<file path="config.mk">
export PLATFORM = sky130hd
export DESIGN_NAME = hello_neighbor_table
export DESIGN_NICKNAME = d
export VERILOG_FILES = /design/src/hw/rtl/hnt_pkg.sv /design/src/hw/rtl/hnt_cell.sv /design/src/hw/rtl/hnt_ctrl.sv /design/src/hw/rtl/hello_neighbor_table.sv
export SDC_FILE = /design/constraint.sdc
export NUM_CORES = 2
export LEC_CHECK = 0
export BUFFER_PORTS_ARGS = -buffer_cell sky130_fd_sc_hd__clkbuf_2
export CAP_MARGIN = 20
export CORE_MARGIN = 3
export CORE_UTILIZATION = 26
export CTS_CLUSTER_DIAMETER = 40
export DETAILED_ROUTE_END_ITERATION = 10
export SYNTH_ARGS = -nofsm -noshare
export SYNTH_HDL_FRONTEND = slang
export SYNTH_SLANG_ARGS = --single-unit
</file>
<file path="constraint.sdc">
create_clock -name clock -period 27.7 [get_ports clock]
set_input_delay 5.54 -clock clock [delete_from_list [all_inputs] [get_ports clock]]
set_output_delay 5.54 -clock clock [all_outputs]
set_load 0.01 [all_outputs]
</file>
<file path="src/hw/rtl/hnt_pkg.sv">
// Shared types and constants of the hello neighbor table.
// Used by hnt_cell, hnt_ctrl and hello_neighbor_table; depends on nothing.
`timescale 1ns / 1ps

package hnt_pkg;

   localparam int ID_W       = 32;
   localparam int ADDR_W     = 32;
   localparam int IVL_W      = 16;
   localparam int MASK_W     = 32;
   localparam int ALIVE_W    = 8;
   localparam int IFACE_W    = 2;
   localparam int MASK_REGS  = 4;
   localparam int REMOVED_W  = 6;
   localparam int CSR_IDX_W  = 3;
   localparam int CSR_DATA_W = 32;

   // request tdata: iface_index, peer_id, neighbor_addr, hello_interval, hello_mask
   localparam int REQ_DATA_W = 120;
   localparam int RSP_DATA_W = 8;

   // configuration register indexes
   localparam logic [CSR_IDX_W-1:0] REG_HELLO_INTERVAL = 3'd0;
   localparam logic [CSR_IDX_W-1:0] REG_TIMEOUT        = 3'd1;
   localparam logic [CSR_IDX_W-1:0] REG_MASK_IF0       = 3'd2;
   localparam logic [CSR_IDX_W-1:0] REG_MASK_IF1       = 3'd3;
   localparam logic [CSR_IDX_W-1:0] REG_MASK_IF2       = 3'd4;
   localparam logic [CSR_IDX_W-1:0] REG_MASK_IF3       = 3'd5;

   localparam logic [IVL_W-1:0]   HELLO_INTERVAL_RST = 16'd5;
   localparam logic [ALIVE_W-1:0] TIMEOUT_RST        = 8'd15;

   // item kinds
   localparam logic KIND_HELLO = 1'b0;
   localparam logic KIND_TICK  = 1'b1;

   typedef enum logic [2:0] {
      ST_REFRESHED    = 3'd0,
      ST_ADDED        = 3'd1,
      ST_BAD_INTERVAL = 3'd2,
      ST_BAD_MASK     = 3'd3,
      ST_FULL         = 3'd4,
      ST_TICK         = 3'd5
   } status_type;

   typedef enum logic [1:0] {
      S_IDLE,
      S_SCAN,
      S_INSERT,
      S_REPLY
   } fsm_type;

   // one table entry, as held in a cell
   typedef struct packed {
      logic               valid;
      logic [ID_W-1:0]    node_id;
      logic [ADDR_W-1:0]  address;
      logic [ALIVE_W-1:0] alive;
   } entry_type;

   // one request item
   typedef struct packed {
      logic               kind;
      logic [IFACE_W-1:0] iface_index;
      logic [ID_W-1:0]    peer_id;
      logic [ADDR_W-1:0]  neighbor_addr;
      logic [IVL_W-1:0]   hello_interval;
      logic [MASK_W-1:0]  hello_mask;
   } item_type;

   // configuration registers
   typedef struct packed {
      logic [IVL_W-1:0]                  hello_interval;
      logic [ALIVE_W-1:0]                timeout;
      logic [MASK_REGS-1:0][MASK_W-1:0]  mask;
   } cfg_type;

   // result of one item
   typedef struct packed {
      status_type           status;
      logic [REMOVED_W-1:0] removed_count;
   } result_type;

endpackage

</file>
<file path="src/hw/rtl/hnt_cell.sv">
// One storage cell of the rotating neighbor ring: holds a single entry.
// Depends on hnt_pkg for entry_type.
`timescale 1ns / 1ps

module hnt_cell (
   input  logic               clock,
   input  logic               reset,
   input  logic               shift,
   input  hnt_pkg::entry_type entry_in,
   output hnt_pkg::entry_type entry_out
);
   import hnt_pkg::*;

   logic valid_ff;
   logic [ID_W-1:0]    node_id_ff;
   logic [ADDR_W-1:0]  address_ff;
   logic [ALIVE_W-1:0] alive_ff;

   // valid bit: cleared by reset, table starts empty
   always_ff @(posedge clock) begin
      if (reset) begin
         valid_ff <= 1'b0;
      end else if (shift) begin
         valid_ff <= entry_in.valid;
      end
   end

   // payload moves with the valid bit, no reset
   always_ff @(posedge clock) begin
      if (shift) begin
         node_id_ff <= entry_in.node_id;
         address_ff <= entry_in.address;
         alive_ff   <= entry_in.alive;
      end
   end

   assign entry_out = '{valid: valid_ff, node_id: node_id_ff,
                        address: address_ff, alive: alive_ff};

endmodule

</file>
<file path="src/hw/rtl/hnt_ctrl.sv">
// Sequencer of the neighbor table: item checks, head-of-ring edit, result register.
// Depends on hnt_pkg; drives the shift of the hnt_cell ring.
`timescale 1ns / 1ps

module hnt_ctrl #(
   parameter int INTERFACES              = 4,
   parameter int NEIGHBORS_PER_INTERFACE = 8
) (
   input  logic                clock,
   input  logic                reset,
   input  hnt_pkg::cfg_type    cfg,
   // request side
   input  logic                req_valid,
   output logic                req_ready,
   input  hnt_pkg::item_type   req_item,
   // ring side
   input  hnt_pkg::entry_type  head_in,
   output hnt_pkg::entry_type  tail_out,
   output logic                shift,
   // result side
   output logic                rsp_valid,
   input  logic                rsp_ready,
   output hnt_pkg::result_type rsp_result
);
   import hnt_pkg::*;

   localparam int TOTAL = INTERFACES * NEIGHBORS_PER_INTERFACE;
   localparam int POS_W = (TOTAL > 1) ? $clog2(TOTAL) : 1;
   localparam int SUB_W = (NEIGHBORS_PER_INTERFACE > 1) ? $clog2(NEIGHBORS_PER_INTERFACE) : 1;
   localparam int IFC_W = (INTERFACES > 1) ? $clog2(INTERFACES) : 1;
   localparam logic [POS_W-1:0]     POS_LAST   = POS_W'(TOTAL - 1);
   localparam logic [SUB_W-1:0]     SUB_LAST   = SUB_W'(NEIGHBORS_PER_INTERFACE - 1);
   localparam logic [IFACE_W:0]     IFACE_LIM  = (IFACE_W + 1)'(INTERFACES);
   localparam logic [REMOVED_W-1:0] REMOVED_MAX = '1;

   fsm_type state_ff, state_in;

   item_type             item_ff;
   logic [POS_W-1:0]     pos_ff;
   logic [SUB_W-1:0]     sub_ff;
   logic [IFC_W-1:0]     ifc_ff;
   logic                 known_ff;
   logic                 free_found_ff;
   logic [POS_W-1:0]     free_pos_ff;
   logic [REMOVED_W-1:0] removed_ff;
   status_type           status_ff;
   logic                 rsp_valid_ff;
   result_type           rsp_result_ff;

   logic       accept;
   logic       early_done;
   status_type early_status;
   logic       last_step;
   logic       own;
   logic       id_match;
   logic       hit_known;
   logic       hit_free;
   logic       hit_remove;
   logic       known_now;
   logic       free_now;
   logic       out_free;

   assign accept    = req_valid && req_ready;
   assign last_step = (pos_ff == POS_LAST);
   assign own       = (IFACE_W'(ifc_ff) == item_ff.iface_index);
   assign id_match  = (head_in.node_id == item_ff.peer_id);
   assign known_now = known_ff || hit_known;
   assign free_now  = free_found_ff || hit_free;
   assign out_free  = !rsp_valid_ff || rsp_ready;

   // checks that settle a hello without walking the table
   always_comb begin
      early_done   = 1'b0;
      early_status = ST_REFRESHED;
      if (req_item.kind == KIND_HELLO) begin
         if (req_item.hello_interval != cfg.hello_interval) begin
            early_done   = 1'b1;
            early_status = ST_BAD_INTERVAL;
         end else if ({1'b0, req_item.iface_index} >= IFACE_LIM) begin
            early_done   = 1'b1;
            early_status = ST_BAD_MASK;
         end else if (req_item.hello_mask != cfg.mask[req_item.iface_index]) begin
            early_done   = 1'b1;
            early_status = ST_BAD_MASK;
         end else if (req_item.peer_id == '0) begin
            early_done   = 1'b1;
            early_status = ST_REFRESHED;
         end
      end
   end

   // next state
   always_comb begin
      state_in = state_ff;
      unique case (state_ff)
         S_IDLE: begin
            if (accept) begin
               state_in = early_done ? S_REPLY : S_SCAN;
            end
         end
         S_SCAN: begin
            if (last_step) begin
               if (item_ff.kind == KIND_HELLO && !known_now && free_now) begin
                  state_in = S_INSERT;
               end else begin
                  state_in = S_REPLY;
               end
            end
         end
         S_INSERT: begin
            if (last_step) begin
               state_in = S_REPLY;
            end
         end
         S_REPLY: begin
            if (out_free) begin
               state_in = S_IDLE;
            end
         end
         default: state_in = S_IDLE;
      endcase
   end

   // outputs: ring shift and the edit of the entry passing the head
   always_comb begin
      req_ready  = 1'b0;
      shift      = 1'b0;
      tail_out   = head_in;
      hit_known  = 1'b0;
      hit_free   = 1'b0;
      hit_remove = 1'b0;
      unique case (state_ff)
         S_IDLE: begin
            req_ready = 1'b1;
         end
         S_SCAN: begin
            shift = 1'b1;
            if (item_ff.kind == KIND_TICK) begin
               if (head_in.valid) begin
                  if (head_in.alive == '0) begin
                     tail_out.valid = 1'b0;
                     hit_remove     = 1'b1;
                  end else begin
                     tail_out.alive = head_in.alive - 1'b1;
                  end
               end
            end else if (head_in.valid && id_match) begin
               tail_out.alive = cfg.timeout;
               if (own) begin
                  tail_out.address = item_ff.neighbor_addr;
                  hit_known        = 1'b1;
               end
            end else if (own && !head_in.valid) begin
               hit_free = 1'b1;
            end
         end
         S_INSERT: begin
            shift = 1'b1;
            if (pos_ff == free_pos_ff) begin
               tail_out = '{valid: 1'b1, node_id: item_ff.peer_id,
                            address: item_ff.neighbor_addr, alive: cfg.timeout};
            end
         end
         S_REPLY: begin
         end
         default: begin
         end
      endcase
   end

   // control registers
   always_ff @(posedge clock) begin
      if (reset) begin
         state_ff      <= S_IDLE;
         rsp_valid_ff  <= 1'b0;
         known_ff      <= 1'b0;
         free_found_ff <= 1'b0;
      end else begin
         state_ff <= state_in;
         if (accept) begin
            known_ff      <= 1'b0;
            free_found_ff <= 1'b0;
         end else if (state_ff == S_SCAN) begin
            known_ff      <= known_now;
            free_found_ff <= free_now;
         end
         if (state_ff == S_REPLY && out_free) begin
            rsp_valid_ff <= 1'b1;
         end else if (rsp_ready) begin
            rsp_valid_ff <= 1'b0;
         end
      end
   end

   // item, walk counters and result payload
   always_ff @(posedge clock) begin
      if (accept) begin
         item_ff    <= req_item;
         pos_ff     <= '0;
         sub_ff     <= '0;
         ifc_ff     <= '0;
         removed_ff <= '0;
         status_ff  <= early_status;
      end else if (shift) begin
         if (last_step) begin
            pos_ff <= '0;
            sub_ff <= '0;
            ifc_ff <= '0;
         end else begin
            pos_ff <= pos_ff + 1'b1;
            if (sub_ff == SUB_LAST) begin
               sub_ff <= '0;
               ifc_ff <= ifc_ff + 1'b1;
            end else begin
               sub_ff <= sub_ff + 1'b1;
            end
         end
      end
      // first free slot of the receiving interface
      if (state_ff == S_SCAN && hit_free && !free_found_ff) begin
         free_pos_ff <= pos_ff;
      end
      if (hit_remove && removed_ff != REMOVED_MAX) begin
         removed_ff <= removed_ff + 1'b1;
      end
      // outcome of a full walk
      if (state_ff == S_SCAN && last_step) begin
         if (item_ff.kind == KIND_TICK) begin
            status_ff <= ST_TICK;
         end else if (known_now) begin
            status_ff <= ST_REFRESHED;
         end else if (free_now) begin
            status_ff <= ST_ADDED;
         end else begin
            status_ff <= ST_FULL;
         end
      end
      if (state_ff == S_REPLY && out_free) begin
         rsp_result_ff <= '{status: status_ff, removed_count: removed_ff};
      end
   end

   assign rsp_valid  = rsp_valid_ff;
   assign rsp_result = rsp_result_ff;

endmodule

</file>
<file path="src/hw/rtl/hello_neighbor_table.sv">
// Top level of the hello neighbor table: ports, configuration registers, cell ring.
// Depends on hnt_pkg, hnt_cell and hnt_ctrl.
`timescale 1ns / 1ps

// Neighbor table for hello-based discovery. Each request is a received hello
// (tuser 0) or an aging tick (tuser 1) and yields exactly one response. The
// entries sit in a ring of INTERFACES * NEIGHBORS_PER_INTERFACE cells that
// rotates by one cell per cycle while the table is walked; the entry at the
// head of the ring is checked and edited on its way back to the tail, so one
// full turn visits every entry once. A tick or a hello that refreshes or finds
// the table full takes one turn between the accept and reply states; a hello
// that adds an entry takes a second turn to write the free slot; a hello
// rejected on interval, mask or with router id zero is answered without a turn.
// A new request is taken while the previous response still waits in the
// output register. Configuration writes are accepted in every cycle and must
// only be issued while the block is idle.

module hello_neighbor_table #(
   parameter int INTERFACES              = 4,
   parameter int NEIGHBORS_PER_INTERFACE = 8
) (
   input  logic                               clock,
   input  logic                               reset,
   // request stream
   input  logic                               req_tvalid,
   output logic                               req_tready,
   // tdata: iface_index[1:0], peer_id[33:2], neighbor_addr[65:34],
   //        hello_interval[81:66], hello_mask[113:82], zero[119:114]
   input  logic [hnt_pkg::REQ_DATA_W-1:0]     req_tdata,
   // tuser: kind
   input  logic                               req_tuser,
   // response stream
   output logic                               rsp_tvalid,
   input  logic                               rsp_tready,
   // tdata: removed_count[5:0], zero[7:6]
   output logic [hnt_pkg::RSP_DATA_W-1:0]     rsp_tdata,
   // tuser: status[2:0]
   output logic [2:0]                         rsp_tuser,
   // configuration write channel
   input  logic                               csr_valid,
   output logic                               csr_ready,
   input  logic [hnt_pkg::CSR_IDX_W-1:0]      csr_index,
   input  logic [hnt_pkg::CSR_DATA_W-1:0]     csr_data
);
   import hnt_pkg::*;

   localparam int TOTAL = INTERFACES * NEIGHBORS_PER_INTERFACE;

   cfg_type    cfg_ff;
   item_type   req_item;
   result_type rsp_result;
   entry_type  ring_q [TOTAL];
   entry_type  tail_in;
   logic       shift;

   // configuration registers, always ready
   assign csr_ready = 1'b1;

   always_ff @(posedge clock) begin
      if (reset) begin
         cfg_ff.hello_interval <= HELLO_INTERVAL_RST;
         cfg_ff.timeout        <= TIMEOUT_RST;
         cfg_ff.mask           <= '0;
      end else if (csr_valid && csr_ready) begin
         unique case (csr_index)
            REG_HELLO_INTERVAL: cfg_ff.hello_interval <= csr_data[IVL_W-1:0];
            REG_TIMEOUT:        cfg_ff.timeout        <= csr_data[ALIVE_W-1:0];
            REG_MASK_IF0:       cfg_ff.mask[0]        <= csr_data[MASK_W-1:0];
            REG_MASK_IF1:       cfg_ff.mask[1]        <= csr_data[MASK_W-1:0];
            REG_MASK_IF2:       cfg_ff.mask[2]        <= csr_data[MASK_W-1:0];
            REG_MASK_IF3:       cfg_ff.mask[3]        <= csr_data[MASK_W-1:0];
            default: begin
            end
         endcase
      end
   end

   // unpack the request
   assign req_item = '{kind:           req_tuser,
                       iface_index:    req_tdata[1:0],
                       peer_id:        req_tdata[33:2],
                       neighbor_addr:  req_tdata[65:34],
                       hello_interval: req_tdata[81:66],
                       hello_mask:     req_tdata[113:82]};

   hnt_ctrl #(
      .INTERFACES              (INTERFACES),
      .NEIGHBORS_PER_INTERFACE (NEIGHBORS_PER_INTERFACE)
   ) u_ctrl (
      .clock      (clock),
      .reset      (reset),
      .cfg        (cfg_ff),
      .req_valid  (req_tvalid),
      .req_ready  (req_tready),
      .req_item   (req_item),
      .head_in    (ring_q[0]),
      .tail_out   (tail_in),
      .shift      (shift),
      .rsp_valid  (rsp_tvalid),
      .rsp_ready  (rsp_tready),
      .rsp_result (rsp_result)
   );

   // ring of cells: each takes its neighbor's entry, the last takes the edited head
   for (genvar k = 0; k < TOTAL; k++) begin : g_ring
      entry_type cell_in;
      if (k == TOTAL - 1) begin : g_tail
         assign cell_in = tail_in;
      end else begin : g_mid
         assign cell_in = ring_q[k + 1];
      end
      hnt_cell u_cell (
         .clock     (clock),
         .reset     (reset),
         .shift     (shift),
         .entry_in  (cell_in),
         .entry_out (ring_q[k])
      );
   end

   // pack the response
   assign rsp_tdata = {2'b00, rsp_result.removed_count};
   assign rsp_tuser = rsp_result.status;

endmodule
</file>
==> results.md <==
* Status: finished, final reports clean
* Most frequent cells in the layout: edfxtp_1, nand2_1, dfxtp_1, a21oi_1, clkbuf_16
* Hold Buf Count CTS at 0
* CTS buffer count at 159
* Final WS setup at 20320 ps
* Gpl congestion at 0.7581
* Cell area after layout at 59540 sq um
* Synth top area share at 79.85%
* Ports at 175
* DR iter-0 viols at 1721
* Switching share of power at 25.69%
* Post-synthesis mux area share at 3.148%
* Layout cells sized above 1 at 16.15%
* Placed cells at 5130
* Synthesis-stage register bit count at 1537
* Max-cap violations at 0
* First-pass GRT wire length at 124700 um
* Clock transition at path regs at 60 ps
* Die X at 445.9 um
* Largest family of logic cells by synthesized area: simple AND/OR/NAND/NOR gates
* Reg area at 44160 sq um
* Design Power at 7.664 mW
* Psw at 1.969 mW
* Worst Clk Skew at 77.28 ps
* Congestion Overflow GR at 0
* Initial antenna violation count at 21
* Post-synth EDFFs at 1338
* Post-CTS setup buffer count at 0
* Post-DP HPWL at 44230 um
* Clock tree buffer depth at 3
* Leak at 19.55 nW
* Hold crit path type: flip-flop to flip-flop
* Filler Cells Inserted at 18230
* Most used DFF post-synth: edfxtp_1
* Synth Area in XOR/XNOR at 1.584%
* Commonest non-fill, non-tap cell in the layout: edfxtp_1
* Clk root buf: clkbuf_16
* Sequential-to-total area share from yosys stat at 87.76%
* Internal at 5.695 mW
* Async S/R FF share, synth at 0%
* Crit share post-route at 26.66%
* Flop pwr share at 60.0%
* Req. time, crit path at 28240 ps
* Core region area at 191200 sq um
* # setup viols final at 0
* Worst slew pin tran at 1148 ps
* Vias in the first global route at 21190
* Wire per inst at 14.89 um
* Final Hold Vio Count at 0
* Die Footprint at 198800 sq um
* Row Count at 160
* Setup_tns at 0 ps
* Startpoint class of the critical path: input pin
* Total Routing Usage GR at 8.023%
* Pwr Density at 128.7 nW/um^2
* Initial Utilization at 26.32%
* Synth Cell Area at 50320 sq um
* CTS sink count at 1537
* Residual DRC at 0
* Nets at 2956
* Final Max Tran Viols at 0
* Synth cell types at 52
* Synth Instances at 2549
* Die Ht at 445.9 um
* Worst EP arrival at 7920 ps
* Clk_lat worst skew at 780 ps
* Synth Area in Adders at 0.2487%
* Synth Area in Compound Gates at 2.265%
* Peak Freq at 135.4 MHz
* Area leader, netlist: edfxtp_1
* CP Capture Type: flip-flop
* Final Hold Slack at 374.5 ps
* Area Growth Syn to Fin at 18.33%
* Post-layout util at 31.14%
* Synth Area in Simple Gates at 4.150%
* CTS tree: done
* H-tree levels at 4
* Pre-CTS WS at 19450 ps
* Final std cells w/o fill at 5432
* Routed Antenna Nets at 0
* Type of the worst setup path: input pin to flip-flop
* Total number of vias at 21710
* Largest cells by area after synthesis: edfxtp_1, dfxtp_1, nand2_1, a21oi_1, mux4_2
* Rel. slew slack at 23.47%
* RSZ-0062 raised after global routing: no
* Total Wirelength at 80890 um
* Period minus WS final at 7384 ps
* Critical Path Fanout Max at 33
* Share of power burned in the clock network at 28.2%
* DP Area at 53980 sq um
* Pin count of the biggest net entering global routing at 202
* Peak VDD IR at 162.5 uV
* Via density at 3.996
* Post_cts resized at 0
* Initial DRT Pass Iterations at 5
* Combinational power share at 11.8%
* Footprint of the multi-input gates at 5792 sq um
* Synth Warn # at 0
* PortBufs at 133
* Avg Cell Area, Syn at 19.74 sq um
[synth_stat cells (7+ instances only)]
cell	number
xor2_1	51
nor4_1	21
clkbuf_1	66
a21oi_1	165
nor2b_1	11
nor2_1	59
inv_1	13
nand2_1	329
nand3b_1	7
edfxtp_1	1338
mux4_2	21
xnor2_1	40
ha_1	10
o21ai_0	18
mux4_1	10
nand3_1	12
dfxtp_1	199
o211ai_1	8
nand4_1	13
mux2i_1	44
nor3_1	14
mux2_2	34
and3_1	12
[area by class of cell]
cell class / count / share of cell area [%]
Multi-Input combinational cell: 917 / 9.727
Antenna cell: 4 / 0.01681
Clock buffer: 184 / 6.873
Sequential cell: 1537 / 74.17
Clock inverter: 109 / 2.259
Tap cell: 2511 / 5.276
Inverter: 13 / 0.08195
Timing Repair Buffer: 157 / 1.597
[worst max-delay path: stages]
cell and delay, ps:
clkbuf_2 80, buf_4 510, mux4_1 650, xnor2_1 250, nand4_1 180, nor4_1 280, nand2_1 150, o21a_1 210
[kinds of logic (layout without fill, tap and decap cells)]
group | after synthesis | in the layout
AOI/OAI and AO/OA | 212 | 212
xor gates and xnor gates | 91 | 91
adders and majority gates | 10 | 10
buffers and inverters | 96 | 463
DFF | 1537 | 1537
muxes | 110 | 110
other | 2 | 7
and+or+nand+nor | 491 | 491
[sequential cells by signal, indices dropped and copies added, names as in the netlist, 6 cells and up]
name,count
u_ctrl.removed_ff,6
g_ring.u_cell.valid_ff,32
g_ring.u_cell.node_id_ff,1024
u_ctrl.item_ff,35
g_ring.u_cell.alive_ff,256
u_ctrl.rsp_result,9
cfg_ff,152
[power groups by stage]
stage	logic (mW)	registers, mW	clock network (mW)
after floorplan	0.627	5.41	0
after global placement	0.879	4.62	0
after detailed placement	0.902	4.64	0
after CTS	0.899	4.64	2.24
after global routing	1.01	4.72	2.34
final	0.905	4.60	2.16
[worst paths after layout]
path,from,to,slack (ps),depth (start not counted)
hold / removal,g_ring[29].u_cell.alive_ff[2],g_ring[28].u_cell.alive_ff[2],370,0
setup reg to reg,u_ctrl.state_ff[0],g_ring[13].u_cell.node_id_ff[31],22270,8
hold reg to reg,g_ring[29].u_cell.alive_ff[2],g_ring[28].u_cell.alive_ff[2],370,0
setup / recovery,req_tdata[0],u_ctrl.status_ff[1],20320,8
[layer usage]
| layer | track usage, % | vias up | routed length (um) | share of wire [%] |
|---|---|---|---|---|
| met5 | 0 | - | 30 | 0.037 |
| met4 | 2.613 | 6 | 2028 | 2.5 |
| met3 | 3.099 | 180 | 6282 | 7.8 |
| met2 | 10.93 | 549 | 34020 | 42 |
| met1 | 11.61 | 10830 | 38530 | 48 |
| li1 | - | 10150 | - | - |
Note: power is estimated with default switching activity, not from simulation.
